$ cat src/rtl/bsfr_pkg.sv
// Package for the byte-stuffed frame receiver.
// Holds the shared types, codes and constants; no dependencies.
`default_nettype none

package bsfr_pkg;

  localparam int unsigned ByteW = 8;
  localparam int unsigned CfgIdxW = 3;

  localparam logic [CfgIdxW-1:0] CFG_FLAG = 3'd0;
  localparam logic [CfgIdxW-1:0] CFG_ESCAPE = 3'd1;
  localparam logic [CfgIdxW-1:0] CFG_ADDRESS = 3'd2;
  localparam logic [CfgIdxW-1:0] CFG_CTRL_I0 = 3'd3;
  localparam logic [CfgIdxW-1:0] CFG_CTRL_I1 = 3'd4;
  localparam logic [CfgIdxW-1:0] CFG_CTRL_DISC = 3'd5;

  localparam logic [ByteW-1:0] RST_FLAG = 8'h7E;
  localparam logic [ByteW-1:0] RST_ESCAPE = 8'h7D;
  localparam logic [ByteW-1:0] RST_ADDRESS = 8'h03;
  localparam logic [ByteW-1:0] RST_CTRL_I0 = 8'h00;
  localparam logic [ByteW-1:0] RST_CTRL_I1 = 8'h40;
  localparam logic [ByteW-1:0] RST_CTRL_DISC = 8'h0B;

  localparam logic [ByteW-1:0] ESC_FLAG_CODE = 8'h5E;
  localparam logic [ByteW-1:0] ESC_ESC_CODE = 8'h5D;

  typedef enum logic [2:0] {
    ST_WAIT,
    ST_FLAG,
    ST_ADDR,
    ST_CTRL,
    ST_DISC_OK,
    ST_PAYLOAD
  } rx_state_e;

  typedef enum logic [1:0] {
    KIND_I0 = 2'd0,
    KIND_I1 = 2'd1,
    KIND_DISC = 2'd2
  } frame_kind_e;

  typedef enum logic [1:0] {
    STATUS_ACCEPTED = 2'd0,
    STATUS_OUT_OF_SEQ = 2'd1,
    STATUS_CHECK_ERR = 2'd2,
    STATUS_DISCONNECT = 2'd3
  } status_e;

  typedef enum logic [1:0] {
    REPLY_NONE = 2'd0,
    REPLY_RR = 2'd1,
    REPLY_REJ = 2'd2
  } reply_e;

  typedef struct packed {
    logic [ByteW-1:0] flag_byte;
    logic [ByteW-1:0] escape_byte;
  } stuff_cfg_t;

  typedef struct packed {
    logic [ByteW-1:0] data;
    logic is_flag;
    logic is_esc;
    logic is_addr;
    logic is_i0;
    logic is_i1;
    logic is_disc;
    logic chk_i0;
    logic chk_i1;
    logic chk_disc;
    logic is_esc_flag;
    logic is_esc_esc;
  } byte_cls_t;

  typedef struct packed {
    logic frame_end;
    logic [ByteW-1:0] payload_byte;
    status_e status;
    logic frame_seq;
    reply_e reply_kind;
    logic reply_seq;
  } rx_result_t;

endpackage

`default_nettype wire

$ cat src/rtl/bsfr_fifo.sv
// Small flop-based queue used between the receiver stages and at the output.
// Generic in width and depth; no package dependencies.
`default_nettype none

module bsfr_fifo #(
  parameter int unsigned WIDTH = 8,
  parameter int unsigned DEPTH = 2
) (
  input  wire logic             clk_i,
  input  wire logic             rst_ni,
  input  wire logic             push_i,
  input  wire logic [WIDTH-1:0] data_i,
  output logic                  full_o,
  input  wire logic             pop_i,
  output logic [WIDTH-1:0]      data_o,
  output logic                  empty_o
);

  localparam int unsigned PtrW = (DEPTH > 1) ? $clog2(DEPTH) : 1;
  localparam int unsigned CntW = $clog2(DEPTH + 1);
  localparam logic [PtrW-1:0] LastPtr = PtrW'(DEPTH - 1);
  localparam logic [CntW-1:0] FullCnt = CntW'(DEPTH);

  logic [WIDTH-1:0] mem_q [DEPTH];
  logic [PtrW-1:0] wr_ptr_q, wr_ptr_d, rd_ptr_q, rd_ptr_d;
  logic [CntW-1:0] cnt_q, cnt_d;
  logic do_push, do_pop;

  assign full_o = (cnt_q == FullCnt);
  assign empty_o = (cnt_q == '0);
  assign do_push = push_i && !full_o;
  assign do_pop = pop_i && !empty_o;
  assign data_o = mem_q[rd_ptr_q];

  always_comb begin
    wr_ptr_d = wr_ptr_q;
    rd_ptr_d = rd_ptr_q;
    cnt_d = cnt_q;
    if (do_push) begin
      wr_ptr_d = (wr_ptr_q == LastPtr) ? '0 : wr_ptr_q + 1'b1;
    end
    if (do_pop) begin
      rd_ptr_d = (rd_ptr_q == LastPtr) ? '0 : rd_ptr_q + 1'b1;
    end
    if (do_push && !do_pop) begin
      cnt_d = cnt_q + 1'b1;
    end else if (do_pop && !do_push) begin
      cnt_d = cnt_q - 1'b1;
    end
  end

  always_ff @(posedge clk_i or negedge rst_ni) begin
    if (!rst_ni) begin
      wr_ptr_q <= '0;
      rd_ptr_q <= '0;
      cnt_q <= '0;
    end else begin
      wr_ptr_q <= wr_ptr_d;
      rd_ptr_q <= rd_ptr_d;
      cnt_q <= cnt_d;
    end
  end

  always_ff @(posedge clk_i) begin
    if (do_push) begin
      mem_q[wr_ptr_q] <= data_i;
    end
  end

endmodule

`default_nettype wire

$ cat src/rtl/bsfr_front.sv
// Front end of the receiver: configuration registers and byte classifier.
// Depends on bsfr_pkg.
`default_nettype none

module bsfr_front
  import bsfr_pkg::*;
(
  input  wire logic               clk_i,
  input  wire logic               rst_ni,
  input  wire logic               cfg_we_i,
  input  wire logic [CfgIdxW-1:0] cfg_idx_i,
  input  wire logic [ByteW-1:0]   cfg_data_i,
  input  wire logic [ByteW-1:0]   rx_byte_i,
  output byte_cls_t               cls_o,
  output stuff_cfg_t              stuff_cfg_o
);

  logic [ByteW-1:0] flag_q, esc_q, addr_q, ctrl_i0_q, ctrl_i1_q, ctrl_disc_q;

  always_ff @(posedge clk_i or negedge rst_ni) begin
    if (!rst_ni) begin
      flag_q <= RST_FLAG;
      esc_q <= RST_ESCAPE;
      addr_q <= RST_ADDRESS;
      ctrl_i0_q <= RST_CTRL_I0;
      ctrl_i1_q <= RST_CTRL_I1;
      ctrl_disc_q <= RST_CTRL_DISC;
    end else if (cfg_we_i) begin
      case (cfg_idx_i)
        CFG_FLAG: flag_q <= cfg_data_i;
        CFG_ESCAPE: esc_q <= cfg_data_i;
        CFG_ADDRESS: addr_q <= cfg_data_i;
        CFG_CTRL_I0: ctrl_i0_q <= cfg_data_i;
        CFG_CTRL_I1: ctrl_i1_q <= cfg_data_i;
        CFG_CTRL_DISC: ctrl_disc_q <= cfg_data_i;
        default: ;
      endcase
    end
  end

  always_comb begin
    cls_o.data = rx_byte_i;
    cls_o.is_flag = (rx_byte_i == flag_q);
    cls_o.is_esc = (rx_byte_i == esc_q);
    cls_o.is_addr = (rx_byte_i == addr_q);
    cls_o.is_i0 = (rx_byte_i == ctrl_i0_q);
    cls_o.is_i1 = (rx_byte_i == ctrl_i1_q);
    cls_o.is_disc = (rx_byte_i == ctrl_disc_q);
    cls_o.chk_i0 = (rx_byte_i == (addr_q ^ ctrl_i0_q));
    cls_o.chk_i1 = (rx_byte_i == (addr_q ^ ctrl_i1_q));
    cls_o.chk_disc = (rx_byte_i == (addr_q ^ ctrl_disc_q));
    cls_o.is_esc_flag = (rx_byte_i == ESC_FLAG_CODE);
    cls_o.is_esc_esc = (rx_byte_i == ESC_ESC_CODE);
  end

  assign stuff_cfg_o.flag_byte = flag_q;
  assign stuff_cfg_o.escape_byte = esc_q;

endmodule

`default_nettype wire

$ cat src/rtl/bsfr_back.sv
// Back end of the receiver: frame state machine, destuffing and check.
// Depends on bsfr_pkg; consumes classified bytes and produces results.
`default_nettype none

module bsfr_back
  import bsfr_pkg::*;
(
  input  wire logic       clk_i,
  input  wire logic       rst_ni,
  input  wire logic       step_i,
  input  wire byte_cls_t  cls_i,
  input  wire stuff_cfg_t stuff_cfg_i,
  output logic            res_valid_o,
  output rx_result_t      res_o
);

  rx_state_e state_q, state_d;
  frame_kind_e kind_q, kind_d;
  logic esc_pend_q, esc_pend_d;
  logic [ByteW-1:0] held_q, held_d;
  logic held_vld_q, held_vld_d;
  logic [ByteW-1:0] chk_q, chk_d;
  logic exp_q, exp_d;
  logic dlv;
  logic [ByteW-1:0] dlv_byte;
  logic hdr_chk;

  always_comb begin
    case (kind_q)
      KIND_I0: hdr_chk = cls_i.chk_i0;
      KIND_I1: hdr_chk = cls_i.chk_i1;
      default: hdr_chk = cls_i.chk_disc;
    endcase
  end

  always_comb begin
    state_d = state_q;
    kind_d = kind_q;
    esc_pend_d = esc_pend_q;
    held_d = held_q;
    held_vld_d = held_vld_q;
    chk_d = chk_q;
    exp_d = exp_q;
    dlv = 1'b0;
    dlv_byte = cls_i.data;
    res_valid_o = 1'b0;
    res_o = '0;
    if (step_i) begin
      case (state_q)
        ST_FLAG: begin
          if (cls_i.is_addr) begin
            state_d = ST_ADDR;
          end else if (!cls_i.is_flag) begin
            state_d = ST_WAIT;
          end
        end
        ST_ADDR: begin
          if (cls_i.is_i0) begin
            kind_d = KIND_I0;
            state_d = ST_CTRL;
          end else if (cls_i.is_i1) begin
            kind_d = KIND_I1;
            state_d = ST_CTRL;
          end else if (cls_i.is_disc) begin
            kind_d = KIND_DISC;
            state_d = ST_CTRL;
          end else if (cls_i.is_flag) begin
            state_d = ST_FLAG;
          end else begin
            state_d = ST_WAIT;
          end
        end
        ST_CTRL: begin
          if (hdr_chk) begin
            if (kind_q == KIND_DISC) begin
              state_d = ST_DISC_OK;
            end else begin
              state_d = ST_PAYLOAD;
              esc_pend_d = 1'b0;
              held_d = '0;
              held_vld_d = 1'b0;
              chk_d = '0;
            end
          end else if (cls_i.is_flag) begin
            state_d = ST_FLAG;
          end else begin
            state_d = ST_WAIT;
          end
        end
        ST_DISC_OK: begin
          state_d = ST_WAIT;
          if (cls_i.is_flag) begin
            res_valid_o = 1'b1;
            res_o.frame_end = 1'b1;
            res_o.status = STATUS_DISCONNECT;
          end
        end
        ST_PAYLOAD: begin
          if (cls_i.is_flag) begin
            state_d = ST_WAIT;
            res_valid_o = 1'b1;
            res_o.frame_end = 1'b1;
            res_o.frame_seq = kind_q[0];
            if (!held_vld_q || (held_q != chk_q)) begin
              res_o.status = STATUS_CHECK_ERR;
              res_o.reply_kind = REPLY_REJ;
              res_o.reply_seq = exp_q;
            end else if (kind_q[0] != exp_q) begin
              res_o.status = STATUS_OUT_OF_SEQ;
              res_o.reply_kind = REPLY_REJ;
              res_o.reply_seq = exp_q;
            end else begin
              exp_d = ~exp_q;
              res_o.status = STATUS_ACCEPTED;
              res_o.reply_kind = REPLY_RR;
              res_o.reply_seq = ~exp_q;
            end
            esc_pend_d = 1'b0;
            held_d = '0;
            held_vld_d = 1'b0;
            chk_d = '0;
          end else if (esc_pend_q && cls_i.is_esc_flag) begin
            esc_pend_d = 1'b0;
            dlv = 1'b1;
            dlv_byte = stuff_cfg_i.flag_byte;
          end else if (esc_pend_q && cls_i.is_esc_esc) begin
            esc_pend_d = 1'b0;
            dlv = 1'b1;
            dlv_byte = stuff_cfg_i.escape_byte;
          end else if (cls_i.is_esc) begin
            esc_pend_d = 1'b1;
          end else begin
            esc_pend_d = 1'b0;
            dlv = 1'b1;
          end
        end
        default: begin
          state_d = cls_i.is_flag ? ST_FLAG : ST_WAIT;
        end
      endcase
      if (dlv) begin
        if (held_vld_q) begin
          res_valid_o = 1'b1;
          res_o.payload_byte = held_q;
          chk_d = chk_q ^ held_q;
        end
        held_d = dlv_byte;
        held_vld_d = 1'b1;
      end
    end
  end

  always_ff @(posedge clk_i or negedge rst_ni) begin
    if (!rst_ni) begin
      state_q <= ST_WAIT;
      kind_q <= KIND_I0;
      esc_pend_q <= 1'b0;
      held_q <= '0;
      held_vld_q <= 1'b0;
      chk_q <= '0;
      exp_q <= 1'b0;
    end else begin
      state_q <= state_d;
      kind_q <= kind_d;
      esc_pend_q <= esc_pend_d;
      held_q <= held_d;
      held_vld_q <= held_vld_d;
      chk_q <= chk_d;
      exp_q <= exp_d;
    end
  end

endmodule

`default_nettype wire

$ cat src/rtl/byte_stuffed_frame_receiver.sv
// Byte-stuffed frame receiver, top level.
// Depends on bsfr_pkg, bsfr_front, bsfr_fifo and bsfr_back.
//
// Raw line bytes enter on rx_byte_i; a beat is taken at a clock edge with push
// high and full low. Results leave as a queue: while empty is low the oldest
// result sits on the result ports, and a beat is taken with pop high.
// A result is either a destuffed payload byte (frame_end_o low) or a
// frame-end status with the reply to send (frame_end_o high). Payload bytes
// come out one destuffed byte late, since the last one of a frame is its check.
// The front classifies each byte against the configuration registers and
// queues it; the back runs the frame state machine and queues results.
// One byte is taken every cycle while full is low; a beat waits in the byte
// queue and any result in the result queue. When the result queue fills because
// pop stays low, the back stops, the byte queue fills, and full rises.
// Reset empties both queues, returns the configuration registers to their
// defaults and sets the frame state machine to wait for an opening flag.
// Configuration writes take effect at once with no handshake.
`default_nettype none

module byte_stuffed_frame_receiver
  import bsfr_pkg::*;
#(
  parameter int unsigned CMD_DEPTH = 2,
  parameter int unsigned RES_DEPTH = 2
) (
  input  wire logic               clk_i,
  input  wire logic               rst_ni,
  input  wire logic               cfg_we_i,
  input  wire logic [CfgIdxW-1:0] cfg_idx_i,
  input  wire logic [ByteW-1:0]   cfg_data_i,
  input  wire logic               push,
  output logic                    full,
  input  wire logic [ByteW-1:0]   rx_byte_i,
  output logic                    empty,
  input  wire logic               pop,
  output logic                    frame_end_o,
  output logic [ByteW-1:0]        payload_byte_o,
  output logic [1:0]              status_o,
  output logic                    frame_seq_o,
  output logic [1:0]              reply_kind_o,
  output logic                    reply_seq_o
);

  byte_cls_t cls_in, cls_head;
  stuff_cfg_t stuff_cfg;
  logic cmd_empty, cmd_full;
  logic res_full, res_valid, step;
  rx_result_t res_in, res_head;

  bsfr_front u_front (
    .clk_i       (clk_i),
    .rst_ni      (rst_ni),
    .cfg_we_i    (cfg_we_i),
    .cfg_idx_i   (cfg_idx_i),
    .cfg_data_i  (cfg_data_i),
    .rx_byte_i   (rx_byte_i),
    .cls_o       (cls_in),
    .stuff_cfg_o (stuff_cfg)
  );

  bsfr_fifo #(
    .WIDTH ($bits(byte_cls_t)),
    .DEPTH (CMD_DEPTH)
  ) u_cmd_fifo (
    .clk_i   (clk_i),
    .rst_ni  (rst_ni),
    .push_i  (push),
    .data_i  (cls_in),
    .full_o  (cmd_full),
    .pop_i   (step),
    .data_o  (cls_head),
    .empty_o (cmd_empty)
  );

  assign full = cmd_full;
  assign step = !cmd_empty && !res_full;

  bsfr_back u_back (
    .clk_i       (clk_i),
    .rst_ni      (rst_ni),
    .step_i      (step),
    .cls_i       (cls_head),
    .stuff_cfg_i (stuff_cfg),
    .res_valid_o (res_valid),
    .res_o       (res_in)
  );

  bsfr_fifo #(
    .WIDTH ($bits(rx_result_t)),
    .DEPTH (RES_DEPTH)
  ) u_res_fifo (
    .clk_i   (clk_i),
    .rst_ni  (rst_ni),
    .push_i  (res_valid),
    .data_i  (res_in),
    .full_o  (res_full),
    .pop_i   (pop),
    .data_o  (res_head),
    .empty_o (empty)
  );

  assign frame_end_o = res_head.frame_end;
  assign payload_byte_o = res_head.payload_byte;
  assign status_o = res_head.status;
  assign frame_seq_o = res_head.frame_seq;
  assign reply_kind_o = res_head.reply_kind;
  assign reply_seq_o = res_head.reply_seq;

endmodule

`default_nettype wire
$ cat config.mk
export PLATFORM = sky130hd
export DESIGN_NAME = byte_stuffed_frame_receiver
export DESIGN_NICKNAME = d
export VERILOG_FILES = /design/src/rtl/bsfr_pkg.sv /design/src/rtl/bsfr_fifo.sv /design/src/rtl/bsfr_front.sv /design/src/rtl/bsfr_back.sv /design/src/rtl/byte_stuffed_frame_receiver.sv
export SDC_FILE = /design/constraint.sdc
export NUM_CORES = 1
export LEC_CHECK = 0
export BUFFER_PORTS_ARGS = -buffer_cell sky130_fd_sc_hd__buf_2
export CORE_UTILIZATION = 60
export DETAILED_ROUTE_END_ITERATION = 8
export GPL_TIMING_DRIVEN = 0
export HOLD_SLACK_MARGIN = 0.02
export PLACE_DENSITY = 0.79
export SLEW_MARGIN = 30
export SYNTH_ARGS = -nofsm -noshare
export SYNTH_HDL_FRONTEND = slang
export SYNTH_SLANG_ARGS = --single-unit
export TNS_END_PERCENT = 50
$ cat constraint.sdc
create_clock -name clk_i -period 4.3 [get_ports clk_i]
set_input_delay 0.215 -clock clk_i [delete_from_list [all_inputs] [get_ports clk_i]]
set_output_delay 0.215 -clock clk_i [all_outputs]
set_load 0.01 [all_outputs]
==> results of run 1 <==
sequential cells by signal, indices dropped and copies added (netlist names), 3 cells and up:
| register | count |
|---|---|
| u_front.ctrl_disc_q | 8 |
| u_back.held_q | 8 |
| u_res_fifo.mem_q | 30 |
| u_front.addr_q | 8 |
| u_cmd_fifo.mem_q | 38 |
| u_front.ctrl_i0_q | 8 |
| u_back.state_q | 3 |
| u_front.flag_q | 8 |
| u_front.ctrl_i1_q | 8 |
| u_back.chk_q | 8 |
| u_front.esc_q | 8 |
cell type report:
type                       instances  area share
inverter                          14    0.006302
clock inverter                    11     0.01605
multi-input combinational        368      0.3619
clock buffer                      20     0.05476
tap                              143     0.02146
buffer                            22     0.01305
sequential                       148      0.4876
timing repair buffer              49     0.03886
routing by layer:
| layer | track usage | vias to the layer above | routed length (µm) |
|---|---|---|---|
| li1 | - | 2151 | - |
| met1 | 0.3010 | 2267 | 6071 |
| met2 | 0.4356 | 130 | 7450 |
| met3 | 0.06315 | 33 | 746 |
| met4 | 0.1018 | 0 | 323 |
| met5 | 0 | - | 0 |
worst max-delay path, stage by stage, from the launching register on:
cell     delay (ns)
dfrtp_1        0.42
mux2i_2        0.48
and3_4         0.30
and4_4         0.25
a21oi_1        0.15
nor2b_2        0.65
cell families after synthesis:
group	share of synthesized area
flops	0.5618
simple gates	0.09490
mux	0.1525
xor+xnor	0.1125
compound gates	0.05255
buf+inv	0.02230
fa+ha+maj	0.003457
how the worst max path moves through the flow:
stage | startpoint | to | slack [ns] | cells past startpoint
3_3_place_gp | u_cmd_fifo.rd_ptr_q | u_res_fifo.mem_q[1][10] | 1.42 | 5
3_5_place_dp | u_cmd_fifo.rd_ptr_q | u_res_fifo.mem_q[1][10] | 1.66 | 5
4_1_cts | u_cmd_fifo.rd_ptr_q | u_res_fifo.mem_q[1][14] | 1.64 | 5
6_report | u_cmd_fifo.rd_ptr_q | u_res_fifo.mem_q[1][3] | 1.67 | 5
2_1_floorplan | u_cmd_fifo.rd_ptr_q | u_res_fifo.mem_q[1][0] | 1.81 | 5
5_1_grt | u_cmd_fifo.rd_ptr_q | u_res_fifo.mem_q[1][3] | 1.52 | 5
power groups by stage:
stage          sequential [mW]  combinational, mW  clock, mW
2_1_floorplan             2.01               1.16          0
3_3_place_gp              2.06               1.43          0
3_5_place_dp              2.08               1.49          0
4_1_cts                   2.06               1.52       1.48
5_1_grt                   2.10               1.64       1.55
6_report                  2.07               1.51       1.47
cells in the mapped netlist, types with 3 or more instances:
cell type,n
nand2_1,22
a21oi_1,9
nand3_1,11
and3_1,5
dfstp_2,18
inv_1,13
o22ai_1,3
nand4b_1,4
a21o_1,3
clkbuf_1,13
nand4_1,20
dfrtp_1,62
a211o_1,4
edfxtp_1,68
nand2b_1,3
nor2_1,27
mux2_2,72
nor3_1,5
mux2i_1,23
nor3b_1,4
buf_2,3
a22o_1,6
and3_4,6
o21ai_0,14
xor2_1,23
xnor2_1,70
buf_4,4
==> results.toml, run 1 <==
[placed_design]
dp_hpwl_mm = 10.40
dp_slack_ns = 1.656
post_dp_cell_area_um2 = 7669
place_inst = 736
port_buffers = 38
place_congestion = 0.8638

[floorplan]
fp.dieW_um = 111.8
die-height_um = 111.8
initial_utilization = 0.6259
dieArea_um2 = 12510
core_um2 = 11560
num_rows = 39
io_pins = 41

[cells_and_area]
layoutNonFillerInstCount = 775
final_common_cell = "mux2_2"
nets = 646
multi_input_area_um2 = 3018
antenna_cells = 0
layout_common_cells = "72 x mux2_2, 70 x xnor2_1, 68 x edfxtp_1, 62 x dfrtp_1, 40 x buf_2"
synthToLayoutAreaGrowth_pct = 15.21
fill_cells = 781
design_area_um2 = 8339
drive_gt1_frac = 0.3006
regArea_um2 = 4066
final_util = 0.7211

[synthesis]
avgSynthCellArea_um2 = 13.11
synthArstFlopShare = 0.5405
ys_seq_area_frac = 0.5618
synth_seq_cells = 148
syn-num-nets = 578
synth_top_area_frac = 0.2821
synth_area_um2 = 7238
ys_types = 57
synth_flop_cell = "edfxtp_1"
yosys.area.top_type = "edfxtp_1"
synthCells = 552
synth_area_leaders = "edfxtp_1 28%, dfrtp_1 21%, mux2_2 11%"
synth_edf_count = 68
synth_warnings = 0

[worst_setup_path]
cp.arrival_ns = 2.68
endpoint_kind = "flip-flop"
required_ns = 4.35
r2r_slack_ns = 1.67
crit_type = "flip-flop to flip-flop"
r2r_cells = 5
cp-start-kind = "flip-flop"
r2r-start = "u_cmd_fifo.rd_ptr_q"
critPathMaxFanout = 15
r2r-end = "u_res_fifo.mem_q[1][3]"

[global_route]
antenna_found_initial = 0
grt-ovfl-total = 0
track_usage = 0.2518
grt_max_degree = 32
grt_pass1_vias = 4720
grt_pass1_wl_mm = 23.76

[sta]
whs_ns = 0.03669
fmaxAchievable_mhz = 380.0
slew-limit-headroom = 0.4047
tns_ns = 0
hold_violations = 0
post-route-period-util = 0.6119
fin_crit_ns = 2.631
setup_viol = 0
slew_viol_final = 0
worstMarginPinSlew_ns = 0.8929
setup_slack_ns = 1.669
rsz0062_at_grt = "no"
fin_worst_skew_ns = 0.007353

[detailed_routing]
post_drt_via_cell_ratio = 5.911
route.detailed.drc = 1
wl_per_cell_um = 18.83
initialDrtViolationCount = 309
routed_wl_mm = 14.59
ant_nets = 0
vias = 4581
drtPass1Iterations = 7

[power_and_ir_drop]
p_comb_frac = 0.300
power_density_nw_per_um2 = 605.5
switching_share = 0.3123
intPower_mw = 3.473
p_total_mw = 5.049
power_frac_seq = 0.409
clkPwrFrac = 0.291
irDropWorstVdd_mv = 0.4009
switchingPower_mw = 1.577
cellLeakagePower_nw = 3.285

[worst_hold_path]
hold_path_end = "u_cmd_fifo.mem_q[0][17]"
hold_class = "input port to flip-flop"
hold_path_startpoint = "rx_byte_i[6]"
worstHoldPathCells = 1

[clock_tree]
cts_setup_buffers = 0
cts_hold_buffers = 8
clk_latency_ns = 0.42
cts_resized = 0
clock_sinks = 148
clock_tree.buffer_depth = 2
numCtsBuffers = 17
h-tree-depth = 4
cts_tree = "built"
clk_pin_slew_ns = 0.06
cts_root_buf = "clkbuf_16"

[outcome]
status = "finished with violations"
violations = "design-rule violations"

[run]
cap_violations = 0
(Power assumes the default switching activity.)
==> inputs of run 2 (changes only) <==
==> constraint.sdc (replaced) <==
create_clock -name clk_i -period 2.45 [get_ports clk_i]
set_input_delay 0.1225 -clock clk_i [delete_from_list [all_inputs] [get_ports clk_i]]
set_output_delay 0.1225 -clock clk_i [all_outputs]
set_load 0.01 [all_outputs]
==> run 2 against run 1 <==
The flow still finishes with violations (design-rule violations). Clock skew decreased by 0.0013 ns. Combinational power grew 75%. Hold slack lost 0.0021 ns. Global-route usage down 0.26 points. Sequential share of layout area up 0.059 points. Largest cell class unchanged. Highest routed layer unchanged.
==> results.toml, run 2 (synthesis results as in run 1) <==
[floorplan]
fp.dieW_um = 111.8
io_pins = 41
num_rows = 39
die-height_um = 111.8
core_um2 = 11560
initial_utilization = 0.6259
dieArea_um2 = 12510

[clock_tree]
clock_tree.buffer_depth = 2
numCtsBuffers = 17
clock_sinks = 148
cts_tree = "built"
clk_latency_ns = 0.42
h-tree-depth = 4
cts_root_buf = "clkbuf_16"
clk_pin_slew_ns = 0.06

[global_route]
track_usage = 0.2491
grt_pass1_wl_mm = 23.68
grt-ovfl-total = 0
grt_max_degree = 43
grt_pass1_vias = 4714
antenna_found_initial = 0

[detailed_routing]
drtPass1Iterations = 7
routed_wl_mm = 14.29
post_drt_via_cell_ratio = 5.825
initialDrtViolationCount = 285
vias = 4520
route.detailed.drc = 2
ant_nets = 0
wl_per_cell_um = 18.41

[cells_and_area]
final_common_cell = "mux2_2"
largest_reg_flops = 38
top_regs = "u_cmd_fifo.mem_q x38, u_res_fifo.mem_q x30"
antenna_cells = 0
fill_cells = 777
nets = 646
layout_common_cells = "72 x mux2_2, 70 x xnor2_1, 68 x edfxtp_1, 62 x dfrtp_1, 40 x buf_2"
regMostFlops = "u_cmd_fifo.mem_q"
drive_gt1_frac = 0.3017
synthToLayoutAreaGrowth_pct = 15.07

[sta]
slew_viol_final = 0
fmaxAchievable_mhz = 440.6
rsz0062_at_grt = "no"
worstMarginPinSlew_ns = 0.9027
fin_worst_skew_ns = 0.006087
post-route-period-util = 0.9264
tns_ns = 0
setup_viol = 0
hold_violations = 0
slew-limit-headroom = 0.3982
setup_slack_ns = 0.1804
fin_crit_ns = 2.270

[worst_setup_path]
cp.arrival_ns = 2.34
path_cells = "mux2i_4, and3_4, and4_4, a21oi_2, nor2b_4"
r2r_slack_ns = 0.18
r2r_cells = 5
required_ns = 2.52
crit_type = "flip-flop to flip-flop"
endpoint_kind = "flip-flop"
critPathSlowestCell = "dfrtp_1"
cp-start-kind = "flip-flop"
cpPeakStageDelay_ns = 0.45
critPathMaxFanout = 15

[placed_design]
place_congestion = 0.8432
dp_hpwl_mm = 10.28
dp_slack_ns = -0.1766
port_buffers = 38

[power_and_ir_drop]
p_total_mw = 8.773
power_density_nw_per_um2 = 1053
cellLeakagePower_nw = 3.260
p_comb_frac = 0.302
irDropWorstVdd_mv = 0.6696
switching_share = 0.3210
intPower_mw = 5.957
switchingPower_mw = 2.816
power_frac_seq = 0.415
clkPwrFrac = 0.283

[worst_hold_path]
worstHoldPathCells = 2
hold_class = "input port to flip-flop"

[run]
cap_violations = 0

[outcome]
violations = "design-rule violations"
status = "finished with violations"
-- run 2: changes by cell type in the layout (fill, tap and decap cells not counted), sizes merged --
cell,before,now
inv,14,15
clkinvlp,2,5
clkbuf,33,31
buf,50,49
bufinv,3,2
dlygate4sd3,8,9
-- run 2: through the flow --
stage                     std cells  instance area [µm²]  hold WS, ns    util
final                           776                 8329      0.03464  0.7202
after floorplan                 552                 7241      -0.1731       -
after global placement          733                 7610       0.3253  0.6580
after CTS                       776                 8320      0.02781  0.7195
after global routing            776                 8329      0.04358  0.7202
after detailed placement        735                 7649       0.1286  0.6614
-- run 2: area by class of cell --
cell class / count / area (µm²) / area share
multi-input cells: 368 / 3040 / 0.3650
flip-flops and latches: 148 / 4066 / 0.4882
repair buffers: 49 / 314.1 / 0.03770
plain buffers: 22 / 108.9 / 0.01307
clock inverters: 14 / 138.9 / 0.01667
inverters: 14 / 52.55 / 0.006309
clock buffers: 18 / 429.2 / 0.05152
well taps: 143 / 178.9 / 0.02148
-- run 2: final timing paths --
check	startpoint	end
max	u_cmd_fifo.rd_ptr_q	u_res_fifo.mem_q[1][6]
min	cfg_data_i[4]	u_front.ctrl_i0_q[4]
max reg2reg	u_cmd_fifo.rd_ptr_q	u_res_fifo.mem_q[1][6]
min reg2reg	u_back.chk_q[0]	u_back.chk_q[0]
max in group asynchronous	rst_ni	u_front.esc_q[3]
min in group asynchronous	rst_ni	u_front.ctrl_i1_q[1]
-- run 2: layer usage --
layer,vias up,share of wire,GRT usage,wire length (µm)
li1,2147,-,-,-
met1,2217,0.42,0.3056,6019
met2,126,0.51,0.4315,7290
met3,30,0.042,0.05117,594
met4,0,0.027,0.1000,386
met5,-,0,0,0
-- run 2: what timing repair did --
action | 4_1_cts | 5_1_grt
buffers inserted | 0 | 0
hold buffers | 9 | 0
resized for setup | 3 | 1
hold endpoints to repair | 53 | 0
endpoints found under the setup margin | 30 | 16
-- run 2: worst max-delay path: cells and delay by family (launching register included) --
family,cells,cell delay [ns]
simple gates,3,0.95
flops,1,0.45
mux,1,0.39
compound gates,1,0.12
-- run 2: power by group through the flow --
stage	Clock, mW	Sequential [mW]	Combinational [mW]
CTS	2.51	3.62	2.65
global placement	0	3.62	2.51
global route	2.61	3.70	2.90
finish	2.49	3.64	2.65
detailed placement	0	3.66	2.61
floorplan	0	3.53	2.04
